$ cat src/rtl/amsplat_pkg.sv
`timescale 1ns / 1ps
`default_nettype none
// ----------------------------------------------------------------------------
// amsplat_pkg
// Shared types, command codes and the 3x3 neighbor offset tables for the
// agent minimap splatter.
// ----------------------------------------------------------------------------
package amsplat_pkg;

  // Command codes carried in the input transaction
  typedef enum logic [1:0] {
    CMD_CLEAR = 2'd0,
    CMD_PLOT  = 2'd1,
    CMD_READ  = 2'd2,
    CMD_NONE  = 2'd3
  } cmd_e;

  // Height limit in Q8: 0.1 rounds down to 25
  localparam logic signed [19:0] ZLimitQ8 = 20'sd25;

  // Index of the last neighbor in the 3x3 walk
  localparam logic [3:0] SplatLast = 4'd8;

  // Input transaction
  typedef struct packed {
    cmd_e               command;
    logic               active;
    logic signed [19:0] pos_x;
    logic signed [19:0] pos_y;
    logic signed [19:0] pos_z;
    logic [7:0]         profession;
    logic               last_in_frame;
    logic [7:0]         read_col;
    logic [7:0]         read_row;
  } in_item_t;

  // Output transaction
  typedef struct packed {
    logic [7:0] cell_value;
    logic       frame_done;
  } out_item_t;

  // Decode flags handed to the sequencer
  typedef struct packed {
    logic plot_go;
    logic read_ok;
  } dec_flags_t;

  // Column offset of neighbor k, row-major over the 3x3 window
  function automatic logic signed [1:0] nb_dx(logic [3:0] k);
    logic signed [1:0] d;
    unique case (k)
      4'd0, 4'd3, 4'd6: d = -2'sd1;
      4'd1, 4'd4, 4'd7: d = 2'sd0;
      default:          d = 2'sd1;
    endcase
    return d;
  endfunction

  // Row offset of neighbor k
  function automatic logic signed [1:0] nb_dy(logic [3:0] k);
    logic signed [1:0] d;
    unique case (k)
      4'd0, 4'd1, 4'd2: d = -2'sd1;
      4'd3, 4'd4, 4'd5: d = 2'sd0;
      default:          d = 2'sd1;
    endcase
    return d;
  endfunction

endpackage
`default_nettype wire

$ cat src/rtl/amsplat_decode.sv
`timescale 1ns / 1ps
`default_nettype none
// ----------------------------------------------------------------------------
// amsplat_decode
// Qualify a transaction: height and activity test, world to cell mapping
// with truncation toward zero, grid range checks for plots and reads.
// ----------------------------------------------------------------------------
module amsplat_decode #(
  parameter int unsigned GRID_SIZE = 256,
  parameter int unsigned CW        = 8
) (
  input  amsplat_pkg::in_item_t   item_i,
  output amsplat_pkg::dec_flags_t flags_o,
  output logic [CW-1:0]           col_o,
  output logic [CW-1:0]           row_o,
  output logic [CW-1:0]           rcol_o,
  output logic [CW-1:0]           rrow_o
);
  import amsplat_pkg::*;

  localparam logic [10:0] GridW = 11'(GRID_SIZE);

  logic [10:0] xc, yc, rc, rr;
  logic        x_ok, y_ok, z_ok;

  // Map world to cell; a small negative value truncates to cell 0
  always_comb begin
    xc = item_i.pos_x[19] ? 11'd0 : {2'b00, item_i.pos_x[18:10]};
    yc = item_i.pos_y[19] ? 11'd0 : {2'b00, item_i.pos_y[18:10]};
    x_ok = item_i.pos_x[19] ?
           ((&item_i.pos_x[19:10]) && (|item_i.pos_x[9:0])) : (xc < GridW);
    y_ok = item_i.pos_y[19] ?
           ((&item_i.pos_y[19:10]) && (|item_i.pos_y[9:0])) : (yc < GridW);
    z_ok = (item_i.pos_z <= ZLimitQ8);
  end

  // Read coordinates
  assign rc = {3'b000, item_i.read_col};
  assign rr = {3'b000, item_i.read_row};

  assign flags_o.plot_go = item_i.active && z_ok && x_ok && y_ok;
  assign flags_o.read_ok = (rc < GridW) && (rr < GridW);

  assign col_o  = xc[CW-1:0];
  assign row_o  = yc[CW-1:0];
  assign rcol_o = rc[CW-1:0];
  assign rrow_o = rr[CW-1:0];

endmodule
`default_nettype wire

$ cat config.mk
export PLATFORM = sky130hd
export DESIGN_NAME = amsplat_decode
export DESIGN_NICKNAME = d
export VERILOG_FILES = /design/src/rtl/amsplat_pkg.sv /design/src/rtl/amsplat_decode.sv
export SDC_FILE = /design/constraint.sdc
export NUM_CORES = 1
export LEC_CHECK = 0
export ABC_AREA = 1
export BUFFER_PORTS_ARGS = -buffer_cell sky130_fd_sc_hd__buf_4
export CORE_ASPECT_RATIO = 0.8
export CORE_MARGIN = 2
export CORE_UTILIZATION = 26
export DETAILED_ROUTE_END_ITERATION = 16
export PLACE_DENSITY = 0.95
export SYNTH_ARGS = -nofsm -noshare
export SYNTH_HDL_FRONTEND = slang
export SYNTH_SLANG_ARGS = --single-unit
$ cat constraint.sdc
create_clock -name vclk -period 1.7
set_clock_uncertainty 0.2 [all_clocks]
set_input_delay 0 -clock vclk [all_inputs]
set_output_delay 0 -clock vclk [all_outputs]
set_load 0.1 [all_outputs]
Word-level counts from Yosys, hierarchy flattened
Index checks and enable logic that the tools add are counted.
{ "totals": {"ff_bits": 0, "ram_bits": 0, "word_cells": 19, "latch_bits": 0, "output_inout_bits": 34, "mem_bits_ro": 0, "memories": 0, "inputBits": 88} }
{ "op_classes": {"n_addsub": 0, "n_mux": 4, "n_mul": 0, "div_mod_pow": 0, "bitwise": 0, "reduce_logical": 10, "order_cmp": 5, "shifts": 0, "eq_ne": 0} }
{ "ops": {"columns": ["cell", "count"], "rows": [
  ["less-or-equal comparator 20 x 6 -> 1 bit, second input constant", 1],
  ["AND reduction 10 bit", 2],
  ["OR reduction 10 bit", 2],
  ["< comparator 8 x 9 -> 1 bit, second input constant", 2],
  ["< comparator 9 bit, second input constant", 2],
  ["two-way mux 9 bit", 2],
  ["logical AND 1 bit", 6],
  ["two-way mux 1 bit", 2]
]} }

Logic depth before layout (Yosys ltp)
{ "depth": {"ltp_word": 5, "mapped_depth": 8, "mapped_depth_nobuf": 8} }

Worst setup path before layout
OpenSTA, ideal clock, no wires.
{ "synth_path": {"path_type": "input port to output port", "start": "input item_i[39] (netlist name)", "end": "output flags_o[1] (netlist name)", "t_required_ns": 1.500, "path_stages": 6, "path_buffers": 0, "arrival_time_ns": 1.721, "path_slack_ns": -0.221, "cell_sequence": "or2_0 -> nor2_1 -> nand3_1 -> nand2_1 -> nand2_1 -> nor2_1"} }
{ "synth_lines": {"columns": ["element", "line_no", "rtl"], "rows": [
  ["start: declaration", "amsplat_decode.sv:12", "input amsplat_pkg::in_item_t item_i,"],
  ["end: declaration", "amsplat_decode.sv:13", "output amsplat_pkg::dec_flags_t flags_o,"]
]} }

Worst setup path in the final report
{ "layout_path": {"start": "input item_i[13] (netlist name)", "end": "output rcol_o[5]"} }
{ "layout_lines": {"columns": ["element", "line_no", "rtl"], "rows": [
  ["end: declaration", "amsplat_decode.sv:16", "output logic [CW-1:0] rcol_o,"]
]} }
No word-level cell between the ends.

==> impl_results.rst <==
.. list-table::
   :header-rows: 1

   * - Metric
     - Value
   * - Number of cells after detailed placement
     - around 200
   * - Number of antenna violations at the first check in global routing
     - 0
   * - PD cells
     - about 460 nW/um^2
   * - Sequential-to-total area share from yosys stat
     - 0%
   * - Run status
     - complete, no violations
   * - Post-synthesis cell count
     - 114
   * - Relative contribution of sequential cells to total power
     - 0%
   * - Ratio of cells with drive above 1 in the final layout
     - a little over two fifths
   * - Die area
     - between 2000 and 2500 sq um
   * - Leakage power summed over all cells
     - between 0.6 and 0.7 nW
   * - Clk pwr share
     - 0%
   * - Maximum number of pins on one net before global-route repair
     - 11
   * - Sequential cells
     - 0
   * - Data arrival time of the critical path
     - approximately 1200 ps
   * - Worst Hold Margin
     - 202 ps
   * - Violation count after the first detailed-route iteration
     - 3
   * - Number of search-and-repair iterations in the first detailed-routing pass
     - 4
   * - Filler instances
     - ~180
   * - Total length of routed wires
     - roughly 2000 um
   * - Number of library cell types mapped by synthesis
     - 13
   * - Pint
     - ~0.16 mW
   * - Routed vias
     - between 800 and 900
   * - Max Fclk
     - ~700 MHz
   * - RSZ-0062 raised after global routing
     - false
   * - Area occupied by multi-input gates
     - between 300 and 400 sq um
   * - CLK BUF
     - 0
   * - Hold buffer count at CTS
     - 16
   * - CP required
     - ~1500 ps
   * - Total gr overflow
     - 0
   * - Placed instance area
     - approximately 1000 sq um
   * - Largest fanout on the critical path
     - 1
   * - Fraction of power consumed by combinational cells
     - 100.0%
   * - Highest cell delay on the worst timing path
     - about 1200 ps
   * - Share of the cycle needed by the critical path after routing
     - 82.6%
   * - Final critical-path setup slack
     - between 200 and 300 ps
   * - Number of inserted diodes
     - 0
   * - Net switching power
     - around 0.38 mW
   * - Gr usage total
     - ~15%
   * - Slowest library cell on the worst path
     - sky130_fd_sc_hd__dlygate4sd3_1
   * - Top-level I/O count
     - 122
   * - Post-placement setup slack
     - 510 ps
   * - Tot Pwr
     - about 0.53 mW
   * - Port-buffer cells
     - between 70 and 80
   * - Final standard cell count with taps included and fillers excluded
     - 212
   * - First-pass GRT wire length
     - 2770 um
   * - TNS Setup
     - 0 ps
   * - Minimum clock period
     - about 1400 ps
   * - Mapped Nets
     - about 200
   * - Category of the worst setup path capture point
     - output port
   * - Layout-stage area growth over the synthesis result
     - 121%
   * - Cell area after synthesis
     - between 500 and 600 sq um
   * - Class of the tightest hold or removal check
     - primary input to output port
   * - Resized Gates After CTS
     - 0
   * - MaxCap Viol Count
     - 0
   * - DRC viols
     - 0
   * - Die extent in y
     - ~44 um
   * - Post-synthesis area per instance
     - approximately 4.6 sq um
   * - Ordered cell list for the critical path
     - dlygate4sd3_1
   * - Sum of net half-perimeters after detailed placement
     - about 1400 um
   * - Buffers inserted during post-CTS setup optimization
     - 0
   * - Kind of cell adding the most delay to the critical path
     - buffers and inverters
   * - Fraction of power spent switching nets
     - between 70% and 80%
   * - Setup Viol. Count Final
     - 0
   * - Via count of the first global-routing pass
     - roughly 700
   * - Core occupancy in the finished layout
     - approximately three fifths
   * - Worst slew margin
     - 32.8%
   * - Final slew viol count
     - 0
   * - Num rows
     - 14
   * - Standard cell core area
     - roughly 1900 sq um
   * - Final cell area excluding filler cells
     - ~1200 sq um
   * - Average wire per standard cell
     - 9.42 um
   * - Final Hold Vio Count
     - 0
   * - NumNets Final
     - 278
   * - Critical Path Source Type
     - primary input
   * - Final GP Congestion
     - ~0.71
   * - Detail-routed via count per cell
     - between 3 and 4
   * - Width of the die
     - 54.1 um
   * - Combined buffer and inverter count along the critical path
     - 1
   * - Type of the worst setup path
     - primary input to output port
   * - Initial cell density of the core
     - between 20% and 30%
   * - Maximum ir drop on the vdd rail
     - between 0.3 and 0.4 mV
   * - Final ANT Viol Nets
     - 0
   * - Synth Warn #
     - 0
   * - Transition at the pin with the smallest max-transition slack
     - 1000 ps
   * - Seq. cell area
     - 0 sq um
## layout make-up
| class | count | share of cell area, % |
|---|---|---|
| multi-input cells | 74 | 26.7 |
| repair buffers | 93 | 63.9 |
| well taps | 24 | 2.60 |
| inverters | 21 | 6.82 |
## cells in the final DEF, fill, tap and decap left out
cell type / synthesis / final
sky130_fd_sc_hd__dlygate4sd3_1: 0 / 16
sky130_fd_sc_hd__nand3_1: 3 / 3
sky130_fd_sc_hd__nor2_1: 38 / 37
sky130_fd_sc_hd__a21oi_2: 1 / 1
sky130_fd_sc_hd__o21ai_1: 1 / 1
sky130_fd_sc_hd__o21bai_1: 1 / 1
sky130_fd_sc_hd__buf_4: 17 / 77
sky130_fd_sc_hd__conb_1: 1 / 1
sky130_fd_sc_hd__and2_0: 2 / 2
sky130_fd_sc_hd__nand2_1: 23 / 23
sky130_fd_sc_hd__inv_1: 21 / 21
sky130_fd_sc_hd__or2_0: 3 / 3
sky130_fd_sc_hd__nor2_2: 1 / 2
## synth_stat cells
library cell	n	area [sq um]
sky130_fd_sc_hd__a21oi_2	1	8.76
sky130_fd_sc_hd__and2_0	2	12.5
sky130_fd_sc_hd__buf_2	2	10.0
sky130_fd_sc_hd__buf_4	17	128
sky130_fd_sc_hd__conb_1	1	3.75
sky130_fd_sc_hd__inv_1	21	78.8
sky130_fd_sc_hd__nand2_1	23	86.3
sky130_fd_sc_hd__nand3_1	3	15.0
sky130_fd_sc_hd__nor2_1	38	143
sky130_fd_sc_hd__nor2_2	1	6.26
sky130_fd_sc_hd__o21ai_1	1	5.00
sky130_fd_sc_hd__o21bai_1	1	7.51
sky130_fd_sc_hd__or2_0	3	18.8
## worst paths after layout
path                       start  slack [ps]  cells after the start         to
worst min-delay path  item_i[56]         200                      4   row_o[1]
worst max-delay path  item_i[13]         300                      1  rcol_o[5]
## power by group through the flow
| stage | clock, mW | sequential, mW | combinational, mW |
|---|---|---|---|
| floorplan | 0 | 0 | 0.388 |
| global placement | 0 | 0 | 0.349 |
| detailed placement | 0 | 0 | 0.353 |
| CTS | 0 | 0 | 0.532 |
| global route | 0 | 0 | 0.554 |
| finish | 0 | 0 | 0.531 |
## worst min-delay path, delay by kind of cell
| family | cells | cell delay, ps |
|---|---|---|
| AND/OR/NAND/NOR | 1 | 30 |
| buffers and inverters | 3 | 370 |
## cell families after synthesis
family / Yosys count / synth area share, %
other: 1 / 0.717
AO/OA/AOI/OAI: 3 / 4.07
buffers and inverters: 40 / 41.4
AND/OR/NAND/NOR: 70 / 53.8
## metal layers
metal	global-route usage, %	part of all wire (%)	vias to the layer above
li1	-	-	454
met2	33.0	58	43
met3	1.35	11	2
met1	14.0	29	341
met4	1.50	0.95	0
met5	0	0	-
(Power assumes the default switching activity.)
